--- config.mk ---
export PLATFORM = sky130hd
export DESIGN_NAME = kernel_smoothing_filter_core
export DESIGN_NICKNAME = d
export VERILOG_FILES = /design/src/sv/ksf_pkg.sv /design/src/sv/kernel_smoothing_filter_core.sv /design/src/sv/ksf_ram.sv /design/src/sv/ksf_ctrl.sv /design/src/sv/ksf_datapath.sv
export SDC_FILE = /design/constraint.sdc
export NUM_CORES = 2
export LEC_CHECK = 0
export BUFFER_PORTS_ARGS = -buffer_cell sky130_fd_sc_hd__buf_2
export CAP_MARGIN = 5
export CORE_MARGIN = 5
export CORE_UTILIZATION = 35
export DETAILED_ROUTE_END_ITERATION = 6
export GPL_TIMING_DRIVEN = 1
export HOLD_SLACK_MARGIN = 0.08
export SLEW_MARGIN = 10
export SYNTH_ARGS = -nofsm -noshare
export SYNTH_HDL_FRONTEND = slang
export SYNTH_SLANG_ARGS = --single-unit
--- constraint.sdc ---
create_clock -name clk -period 7.1 [get_ports clk]
set_input_delay 0.71 -clock clk [delete_from_list [all_inputs] [get_ports clk]]
set_output_delay 0.71 -clock clk [all_outputs]
set_load 0.05 [all_outputs]
--- src/sv/ksf_pkg.sv ---
`timescale 1ns / 1ps
// ----------------------------------------------------------------------------
// ksf_pkg: shared definitions of the kernel smoothing filter
// Sizes, payload structs, item codes, controller states and the command and
// status groups between the controller and the datapath.
// ----------------------------------------------------------------------------
package ksf_pkg;

    localparam int MAX_TAPS    = 63;
    localparam int SAMPLE_BITS = 24;
    localparam int WEIGHT_BITS = 16;

    // Field widths fixed by the item formats.
    localparam int KIND_BITS      = 1;
    localparam int COEF_IDX_BITS  = 6;
    localparam int HALF_CFG_BITS  = 5;
    localparam int POS_BITS       = 7;
    localparam int POS_MAX        = 127;
    localparam logic [HALF_CFG_BITS-1:0] HALF_RESET = HALF_CFG_BITS'(17);

    // Derived sizes.
    localparam int HALF_LIM = (MAX_TAPS - 1) / 2;
    localparam int HALF_W   = $clog2(HALF_LIM + 1);
    localparam int ADDR_W   = $clog2(MAX_TAPS);
    localparam int FILL_W   = $clog2(MAX_TAPS + 1);
    localparam int PROD_W   = SAMPLE_BITS + WEIGHT_BITS + 1;
    localparam int ACC_W    = PROD_W + $clog2(MAX_TAPS);

    // Item kinds.
    localparam logic [KIND_BITS-1:0] KIND_SAMPLE = 1'b0;
    localparam logic [KIND_BITS-1:0] KIND_COEF   = 1'b1;

    typedef struct packed {
        logic [KIND_BITS-1:0]         kind;
        logic signed [SAMPLE_BITS-1:0] sample;
        logic                          row_end;
        logic [COEF_IDX_BITS-1:0]      coef_index;
        logic [WEIGHT_BITS-1:0]        coef_value;
    } in_item_t;

    typedef struct packed {
        logic signed [SAMPLE_BITS-1:0] smoothed;
        logic                          last_of_row;
        logic                          saturated;
    } out_item_t;

    typedef enum logic [2:0] {
        ST_IDLE,
        ST_SETUP,
        ST_MAC,
        ST_DRAIN,
        ST_DELIVER
    } state_t;

    typedef struct packed {
        logic accept;    // input transfer this cycle
        logic setup;     // prepare counters and clear the accumulator
        logic issue;     // read one tap pair into the MAC pipeline
        logic load_out;  // move the rounded sum into the output register
    } cmd_t;

    typedef struct packed {
        logic is_sample;  // incoming item is a data sample
        logic emit;       // incoming sample completes at least one output
        logic last_tap;   // tap counter sits on the final tap
        logic drain_done; // no read is waiting in the first pipeline stage
        logic pipe_empty; // whole MAC pipeline is empty
        logic out_free;   // output register can take a result this cycle
        logic last_out;   // the output being finished is the last of the item
    } status_t;

endpackage

--- src/sv/kernel_smoothing_filter_core.sv ---
`timescale 1ns / 1ps
// ----------------------------------------------------------------------------
// kernel_smoothing_filter_core: centred FIR smoothing of histogram rows
// Kernel of 2*H+1 independently loadable taps, zero padding at both row ends,
// rounded and saturated Q12.12 results with a clipping flag.
// ----------------------------------------------------------------------------
//
//  Channel  Handshake            Payload       Moves
//  -------  -------------------  ------------  --------------------------------
//  in       in_valid / in_stall  in_item_t     samples and coefficient writes
//  out      out_valid/out_stall  out_item_t    smoothed bins, one per transfer
//  cfg      cfg_valid/cfg_ready  5-bit value   half width register write
//
// An input item that causes no result is taken while the controller stays
// idle. Each result runs one setup step, 2*H+1 tap steps (H the effective
// half width) on the single shared multiply-accumulate unit, whose tap
// rate is set by the one read port of each RAM, the drain and one delivery
// step. A sample that marks the row end yields up to H+1 results in a row.
// Reset is asynchronous and active low; it clears the counters, sets the half
// width to 17 and needs no clearing pass, because a fill count masks window
// entries that hold no sample of the current row. The kernel RAM is not reset.
// A stalled output holds the finished result in the output register, and the
// next result waits in the delivery step; input is taken again once the last
// result of the item sits in the output register.
// ----------------------------------------------------------------------------
module kernel_smoothing_filter_core (
    input  logic                              clk,
    input  logic                              rst_n,
    input  logic                              in_valid,
    output logic                              in_stall,
    input  ksf_pkg::in_item_t                 in_data,
    output logic                              out_valid,
    input  logic                              out_stall,
    output ksf_pkg::out_item_t                out_data,
    input  logic                              cfg_valid,
    output logic                              cfg_ready,
    input  logic [ksf_pkg::HALF_CFG_BITS-1:0] cfg_data
);

    import ksf_pkg::*;

    cmd_t    cmd;
    status_t st;

    // The half width register takes a write in any cycle.
    assign cfg_ready = 1'b1;

    // The controller decides when items are taken and when each output is
    // started, looped over its taps, drained and delivered.
    ksf_ctrl u_ctrl (
        .clk      (clk),
        .rst_n    (rst_n),
        .in_valid (in_valid),
        .in_stall (in_stall),
        .st       (st),
        .cmd      (cmd)
    );

    // The datapath owns all storage and arithmetic.
    ksf_datapath u_datapath (
        .clk       (clk),
        .rst_n     (rst_n),
        .cmd       (cmd),
        .in_data   (in_data),
        .cfg_valid (cfg_valid && cfg_ready),
        .cfg_data  (cfg_data),
        .out_stall (out_stall),
        .st        (st),
        .out_valid (out_valid),
        .out_data  (out_data)
    );

`ifndef SYNTHESIS
    // A result is only loaded when the output register is empty or leaving.
    assert property (@(posedge clk) disable iff (!rst_n)
        cmd.load_out |-> (!out_valid || !out_stall))
        else $error("result loaded over a pending output transfer");

    // No input is taken while the tap loop is running.
    assert property (@(posedge clk) disable iff (!rst_n)
        cmd.issue |=> !cmd.accept)
        else $error("input accepted during the tap loop");

    // A new output starts only with an empty MAC pipeline.
    assert property (@(posedge clk) disable iff (!rst_n)
        cmd.setup |-> st.pipe_empty)
        else $error("output setup with products still in flight");
`endif

endmodule

--- src/sv/ksf_ram.sv ---
`timescale 1ns / 1ps
// ----------------------------------------------------------------------------
// ksf_ram: generic single-port-write, single-port-read RAM
// One write and one registered read per cycle. Contents have no reset.
// ----------------------------------------------------------------------------
module ksf_ram #(
    parameter int WIDTH = 16,
    parameter int DEPTH = 64
) (
    input  logic                                     clk,
    input  logic                                     we,
    input  logic [((DEPTH > 1) ? $clog2(DEPTH) : 1)-1:0] waddr,
    input  logic [WIDTH-1:0]                         wdata,
    input  logic [((DEPTH > 1) ? $clog2(DEPTH) : 1)-1:0] raddr,
    output logic [WIDTH-1:0]                         rdata
);

    logic [WIDTH-1:0] mem [DEPTH];

    always_ff @(posedge clk)
    begin
        if (we)
        begin
            mem[waddr] <= wdata;
        end
        rdata <= mem[raddr];
    end

endmodule

--- src/sv/ksf_ctrl.sv ---
`timescale 1ns / 1ps
// ----------------------------------------------------------------------------
// ksf_ctrl: sequencing state machine of the smoothing filter
// Accepts items, then for each output runs setup, the tap loop, the pipeline
// drain and the delivery into the output register.
// ----------------------------------------------------------------------------
module ksf_ctrl (
    input  logic             clk,
    input  logic             rst_n,
    input  logic             in_valid,
    output logic             in_stall,
    input  ksf_pkg::status_t st,
    output ksf_pkg::cmd_t    cmd
);

    import ksf_pkg::*;

    state_t state_reg;
    state_t state_next;

    always_ff @(posedge clk or negedge rst_n)
    begin
        if (!rst_n)
        begin
            state_reg <= ST_IDLE;
        end
        else
        begin
            state_reg <= state_next;
        end
    end

    always_comb
    begin
        state_next = state_reg;
        unique case (state_reg)
            ST_IDLE:
            begin
                if (in_valid && st.is_sample && st.emit)
                begin
                    state_next = ST_SETUP;
                end
            end
            ST_SETUP:
            begin
                state_next = ST_MAC;
            end
            ST_MAC:
            begin
                if (st.last_tap)
                begin
                    state_next = ST_DRAIN;
                end
            end
            ST_DRAIN:
            begin
                if (st.drain_done)
                begin
                    state_next = ST_DELIVER;
                end
            end
            ST_DELIVER:
            begin
                if (st.out_free)
                begin
                    state_next = st.last_out ? ST_IDLE : ST_SETUP;
                end
            end
            default:
            begin
                state_next = ST_IDLE;
            end
        endcase
    end

    always_comb
    begin
        cmd      = '0;
        in_stall = 1'b1;
        unique case (state_reg)
            ST_IDLE:
            begin
                in_stall   = 1'b0;
                cmd.accept = in_valid;
            end
            ST_SETUP:
            begin
                cmd.setup = 1'b1;
            end
            ST_MAC:
            begin
                cmd.issue = 1'b1;
            end
            ST_DRAIN:
            begin
                cmd = '0;
            end
            ST_DELIVER:
            begin
                cmd.load_out = st.out_free;
            end
            default:
            begin
                cmd = '0;
            end
        endcase
    end

endmodule

--- src/sv/ksf_datapath.sv ---
`timescale 1ns / 1ps
// ----------------------------------------------------------------------------
// ksf_datapath: storage and multiply-accumulate of the smoothing filter
// Holds the circular sample window, the kernel RAM, the row counters, the
// shared MAC pipeline, rounding with saturation and the output register.
// ----------------------------------------------------------------------------
module ksf_datapath (
    input  logic                                clk,
    input  logic                                rst_n,
    input  ksf_pkg::cmd_t                       cmd,
    input  ksf_pkg::in_item_t                   in_data,
    input  logic                                cfg_valid,
    input  logic [ksf_pkg::HALF_CFG_BITS-1:0]   cfg_data,
    input  logic                                out_stall,
    output ksf_pkg::status_t                    st,
    output logic                                out_valid,
    output ksf_pkg::out_item_t                  out_data
);

    import ksf_pkg::*;

    localparam int R_W = ACC_W + 1 - WEIGHT_BITS;
    localparam logic [ACC_W:0] ROUND_K = (ACC_W + 1)'(1) << (WEIGHT_BITS - 1);

    // Control registers.
    logic [HALF_CFG_BITS-1:0] half_width_reg;
    logic [ADDR_W-1:0]        wp_reg;
    logic [POS_BITS-1:0]      pos_reg;
    logic [FILL_W-1:0]        fill_reg;
    logic [HALF_W-1:0]        c_reg;
    logic                     row_mode_reg;
    logic                     v1_reg;
    logic                     v2_reg;
    logic                     out_valid_reg;

    // Loop counters and payload registers.
    logic [ADDR_W-1:0]        t_reg;
    logic signed [ADDR_W+1:0] d_reg;
    logic [ADDR_W-1:0]        raddr_reg;
    logic                     tag1_reg;
    logic signed [PROD_W-1:0] prod_reg;
    logic signed [ACC_W-1:0]  acc_reg;
    out_item_t                out_data_reg;

    logic [HALF_W-1:0]        h;
    logic [ADDR_W-1:0]        wp_next;
    logic [POS_BITS-1:0]      pos_next;
    logic [FILL_W-1:0]        fill_next;
    logic [HALF_W-1:0]        c_next;
    logic [ADDR_W:0]          ch;
    logic [ADDR_W:0]          start_x;
    logic [ADDR_W-1:0]        raddr_next;
    logic                     d_ok;
    logic                     win_we;
    logic                     coef_we;
    logic signed [SAMPLE_BITS-1:0] win_q;
    logic [WEIGHT_BITS-1:0]   w_q;
    logic signed [PROD_W-1:0] mult;
    logic [ACC_W:0]           rsum;
    logic [R_W-1:0]           rnd;
    logic                     sat;
    logic [SAMPLE_BITS-1:0]   clamped;
    out_item_t                out_data_next;

    // Effective half width, limited to what the window can hold.
    assign h = (int'(half_width_reg) > HALF_LIM) ? HALF_W'(HALF_LIM) : HALF_W'(half_width_reg);

    assign wp_next   = (wp_reg == ADDR_W'(MAX_TAPS - 1)) ? '0 : wp_reg + ADDR_W'(1);
    assign pos_next  = (int'(pos_reg) == POS_MAX) ? pos_reg : pos_reg + POS_BITS'(1);
    assign fill_next = (int'(fill_reg) == MAX_TAPS) ? fill_reg : fill_reg + FILL_W'(1);
    assign c_next    = (int'(pos_next) > int'(h)) ? h : HALF_W'(pos_next - POS_BITS'(1));

    // Oldest window entry of the first tap lies c + h samples before the newest.
    assign ch      = (ADDR_W + 1)'(c_reg) + (ADDR_W + 1)'(h);
    assign start_x = ({1'b0, wp_reg} >= ch) ? ({1'b0, wp_reg} - ch)
                   : ({1'b0, wp_reg} + (ADDR_W + 1)'(MAX_TAPS) - ch);
    assign raddr_next = (raddr_reg == ADDR_W'(MAX_TAPS - 1)) ? '0 : raddr_reg + ADDR_W'(1);

    // Entries at or beyond the fill count belong to no sample of this row.
    assign d_ok = !d_reg[ADDR_W+1] && (d_reg[ADDR_W:0] < (ADDR_W + 1)'(fill_reg));

    assign win_we  = cmd.accept && (in_data.kind == KIND_SAMPLE);
    assign coef_we = cmd.accept && (in_data.kind == KIND_COEF)
                  && (int'(in_data.coef_index) < MAX_TAPS);

    ksf_ram #(
        .WIDTH (SAMPLE_BITS),
        .DEPTH (MAX_TAPS)
    ) u_window_ram (
        .clk   (clk),
        .we    (win_we),
        .waddr (wp_next),
        .wdata (in_data.sample),
        .raddr (raddr_reg),
        .rdata (win_q)
    );

    ksf_ram #(
        .WIDTH (WEIGHT_BITS),
        .DEPTH (MAX_TAPS)
    ) u_kernel_ram (
        .clk   (clk),
        .we    (coef_we),
        .waddr (ADDR_W'(in_data.coef_index)),
        .wdata (in_data.coef_value),
        .raddr (t_reg),
        .rdata (w_q)
    );

    assign mult = win_q * $signed({1'b0, w_q});

    // Round half up, then clip to the sample range.
    assign rsum    = {acc_reg[ACC_W-1], acc_reg} + ROUND_K;
    assign rnd     = rsum[ACC_W:WEIGHT_BITS];
    assign sat     = !((&rnd[R_W-1:SAMPLE_BITS-1]) || !(|rnd[R_W-1:SAMPLE_BITS-1]));
    assign clamped = rnd[R_W-1] ? {1'b1, {(SAMPLE_BITS - 1){1'b0}}}
                                : {1'b0, {(SAMPLE_BITS - 1){1'b1}}};

    always_comb
    begin
        out_data_next.smoothed    = sat ? $signed(clamped) : $signed(rnd[SAMPLE_BITS-1:0]);
        out_data_next.last_of_row = row_mode_reg && (c_reg == '0);
        out_data_next.saturated   = sat;
    end

    always_ff @(posedge clk or negedge rst_n)
    begin
        if (!rst_n)
        begin
            half_width_reg <= HALF_RESET;
            wp_reg         <= '0;
            pos_reg        <= '0;
            fill_reg       <= '0;
            c_reg          <= '0;
            row_mode_reg   <= 1'b0;
            v1_reg         <= 1'b0;
            v2_reg         <= 1'b0;
            out_valid_reg  <= 1'b0;
        end
        else
        begin
            if (cfg_valid)
            begin
                half_width_reg <= cfg_data;
            end
            if (win_we)
            begin
                wp_reg       <= wp_next;
                pos_reg      <= pos_next;
                fill_reg     <= fill_next;
                c_reg        <= c_next;
                row_mode_reg <= in_data.row_end;
            end
            if (cmd.load_out)
            begin
                if (c_reg == '0)
                begin
                    if (row_mode_reg)
                    begin
                        pos_reg  <= '0;
                        fill_reg <= '0;
                    end
                end
                else
                begin
                    c_reg <= c_reg - HALF_W'(1);
                end
            end
            v1_reg <= cmd.issue;
            v2_reg <= v1_reg;
            if (cmd.load_out)
            begin
                out_valid_reg <= 1'b1;
            end
            else if (!out_stall)
            begin
                out_valid_reg <= 1'b0;
            end
        end
    end

    always_ff @(posedge clk)
    begin
        if (cmd.setup)
        begin
            t_reg     <= '0;
            d_reg     <= $signed((ADDR_W + 2)'(ch));
            raddr_reg <= start_x[ADDR_W-1:0];
            acc_reg   <= '0;
        end
        else
        begin
            if (cmd.issue)
            begin
                t_reg     <= t_reg + ADDR_W'(1);
                d_reg     <= d_reg - $signed((ADDR_W + 2)'(1));
                raddr_reg <= raddr_next;
            end
            if (v2_reg)
            begin
                acc_reg <= acc_reg + {{(ACC_W - PROD_W){prod_reg[PROD_W-1]}}, prod_reg};
            end
        end
        tag1_reg <= d_ok;
        prod_reg <= tag1_reg ? mult : '0;
        if (cmd.load_out)
        begin
            out_data_reg <= out_data_next;
        end
    end

    // A sample inside an open row yields at most one output, so only a row
    // end walks c down to zero over several outputs.
    always_comb
    begin
        st.is_sample  = (in_data.kind == KIND_SAMPLE);
        st.emit       = in_data.row_end || (int'(pos_next) > int'(h));
        st.last_tap   = (t_reg == ADDR_W'({h, 1'b0}));
        st.drain_done = !v1_reg;
        st.pipe_empty = !v1_reg && !v2_reg;
        st.out_free   = !out_valid_reg || !out_stall;
        st.last_out   = (c_reg == '0) || !row_mode_reg;
    end

    assign out_valid = out_valid_reg;
    assign out_data  = out_data_reg;

endmodule

==> flow_summary_export.csv <==
group,metric,value,unit
run_status,outcome,"finished clean",
clocking,cts_tree,"built",
timing,hold_viol,0,
detailed_routing,routedWlPerCell,25.6,um
synthesis,syn_avg_cell_area,18.0,um^2
layout,largest_reg_flops,1512,
synthesis,yosys_most_used_dff,"edfxtp_1",
layout,final_common_cell,"edfxtp_1",
floorplan,coreArea,346000,um^2
clocking,ctsLongestPathBuffers,4,
synthesis,yosys.area.top_type,"edfxtp_1",
clocking,cts_max_level,5,
clocking,clk_pin_slew,70,ps
clocking,root_buffer,"clkbuf_16",
synthesis,yosysWarnings,0,
timing,relSlewSlack,13.8,%
clocking,cts_inserted_buffers,287,
layout,fin_util,39.8,%
floorplan,initial_utilization,35.1,%
worst_setup_path,cp_max_fo,12,
worst_setup_path,startpoint_type,"register",
synthesis,yosys-top-cells-area,"edfxtp_1 63%, mux4_2 14%, fa_1 6.3%, dfxtp_1 2.2%, ha_1 1.9%",
grt,grt_max_degree,127,
placed_design,gp_congestion,0.844,
layout,fin_nets,7603,
timing,clock.fmax,146,MHz
worst_setup_path,crit_top_cell,"fa_1",
timing,finalSetupTns,0,ps
worst_setup_path,r2r-start,"u_datapath.u_window_ram.rdata[6]",
layout,multi_input_area,38200,um^2
synthesis,synth-edff-count,2559,
grt,grt_pass1_vias,64300,
timing,fin_hold_ws,171,ps
placed_design,dp_cells,11300,
layout,fin_cells,11800,
synthesis,synthesis.nets,7344,
synthesis,synth_top_area_share,63.3,%
worst_setup_path,arrival,7520,ps
floorplan,dieArea,359000,um^2
grt,grt_overflow,0,
grt,grt_pass1_wl,442000,um
detailed_routing,drt_pass1_iterations,5,
worst_setup_path,cp-end-kind,"register",
placed_design,buffer_ports.inserted,85,
min_path,hold_class,"primary input to register",
layout,final_cell_mix,"2559 x edfxtp_1, 780 x mux4_2, 524 x inv_1",
worst_setup_path,path_buf_inv,3,
detailed_routing,vias,62000,
synthesis,syn_inst,6725,
worst_setup_path,slowest_delay,650,ps
worst_setup_path,path_cells,"buf_4 > nand2_1 > fa_1 > fa_1 > fa_1 > fa_1 > fa_1 > fa_1 > inv_1 > ha_1 > o21a_1 > o2111ai_1 > a2bb2oi_1 > o21ai_0 > o41ai_4 > buf_4 > a211oi_1 > or3_1 > a21oi_1 > xor2_1 > nor2_1",
timing,slew_violations,0,
grt,grt_util_all_layers,16.6,%
clocking,cts.sinks,2731,
worst_setup_path,crit_required,7770,ps
floorplan,die_w,599,um
timing,post-route-period-util,96.5,%
worst_setup_path,path_class,"register to register",
layout,drive_above_1_share,21.7,%
floorplan,rows,216,
layout,fillers,30900,
layout,regArea,80500,um^2
detailed_routing,drc,0,
detailed_routing,ant_nets,0,
job,maxCapViolCount,0,
placed_design,dp_hpwl,178000,um
synthesis,synthArstFlopShare,1.32,%
clocking,clkLatencyLatePin,860,ps
timing,setup_viol,0,
timing,worst_pin_slew,1290,ps
min_path,min_from,"cfg_valid",
worst_setup_path,crit_family,"adder cells",
synthesis,ys_seq_area_share,66.3,%
detailed_routing,totalWireLength,301000,um
floorplan,io_pins,87,
synthesis,netlist_area,121000,um^2
worst_setup_path,critPathSlowestCell,"dfxtp_1",
synthesis,ys_seq_elements,2731,
grt,antenna_found_initial,23,
floorplan,die_h,599,um
layout,area_growth,13.3,%
detailed_routing,drt_iter0_drc,6231,
worst_setup_path,startpoint,"u_datapath.u_window_ram.rdata[6]",
timing,period_minus_slack,6850,ps
synthesis,synth.distinct_cells,83,
timing,skew,80.1,ps
detailed_routing,viasPerCell,5.26,
==> synthesized netlist by cell type (17+ instances only) <==
master,instances
nand4_1,21
dfxtp_1,136
dfrtp_1,34
nand3_1,57
a21oi_1,115
and2_1,155
xor2_1,62
nand2_1,429
fa_1,381
a21o_1,35
mux2i_1,92
o21a_1,21
o21ai_0,143
ha_1,180
and3_1,19
inv_1,524
nor2b_1,26
edfxtp_1,2559
clkbuf_1,221
xnor2_1,69
o22ai_1,17
buf_1,72
o21bai_1,18
nor2_1,291
nor3_1,39
nand2b_1,19
a211oi_1,24
mux4_2,780
==> through the flow <==
stage          setup slack (ps)  area [um^2]
2_1_floorplan               819       121000
3_3_place_gp                138       128000
3_5_place_dp               81.3       128000
4_1_cts                    17.7       137000
5_1_grt                   -28.5       138000
6_report                    248       138000
==> timing repair <==
action	4_1_cts	5_1_grt
setup buffers	0	1
hold endpoints to repair	40	0
endpoints found under the setup margin	0	6
hold buffers	8	0
resized for setup	0	9
==> per-layer routing <==
layer,track usage [%],vias to the layer above,wire length (um),share of wire [%]
li1,-,26300,-,-
met1,22.7,33200,126000,42
met2,28.1,2004,150000,50
met3,2.03,453,16600,5.5
met4,4.57,4,8830,2.9
met5,0,-,27,0.0090
==> final timing paths <==
| path | cells after the start | endpoint | slack, ps |
|---|---|---|---|
| worst min-delay path | 2 | u_datapath.h[3] | 170 |
| worst max register to register | 21 | u_datapath.prod_reg[38] | 250 |
| max in group asynchronous | 2 | u_datapath.v2_reg | 5810 |
| worst max-delay path | 21 | u_datapath.prod_reg[38] | 250 |
| min in group asynchronous | 2 | u_datapath.h[2] | 610 |
| worst min register to register | 1 | u_datapath.tag1_reg | 460 |
==> kinds of logic after synthesis <==
kind of cell	Yosys count	synth area share [%]
mux	877	15.3
buf+inv	833	2.61
xor+xnor	131	0.945
flops	2731	66.3
fa+ha+maj	561	8.14
simple gates	1121	4.31
other cells	1	0.00309
compound gates	470	2.42
==> cell type report <==
type	instances	area share, %
Timing Repair Buffer	277	1.57
Inverter	526	1.44
Clock inverter	146	0.934
Multi-Input combinational cell	3161	27.8
Sequential cell	2731	58.5
Tap cell	4578	4.17
Antenna cell	9	0.0164
Clock buffer	366	5.57
Power is not shown: default switching activity piles up to over one toggle a cycle in this logic, so the estimate is an artifact.
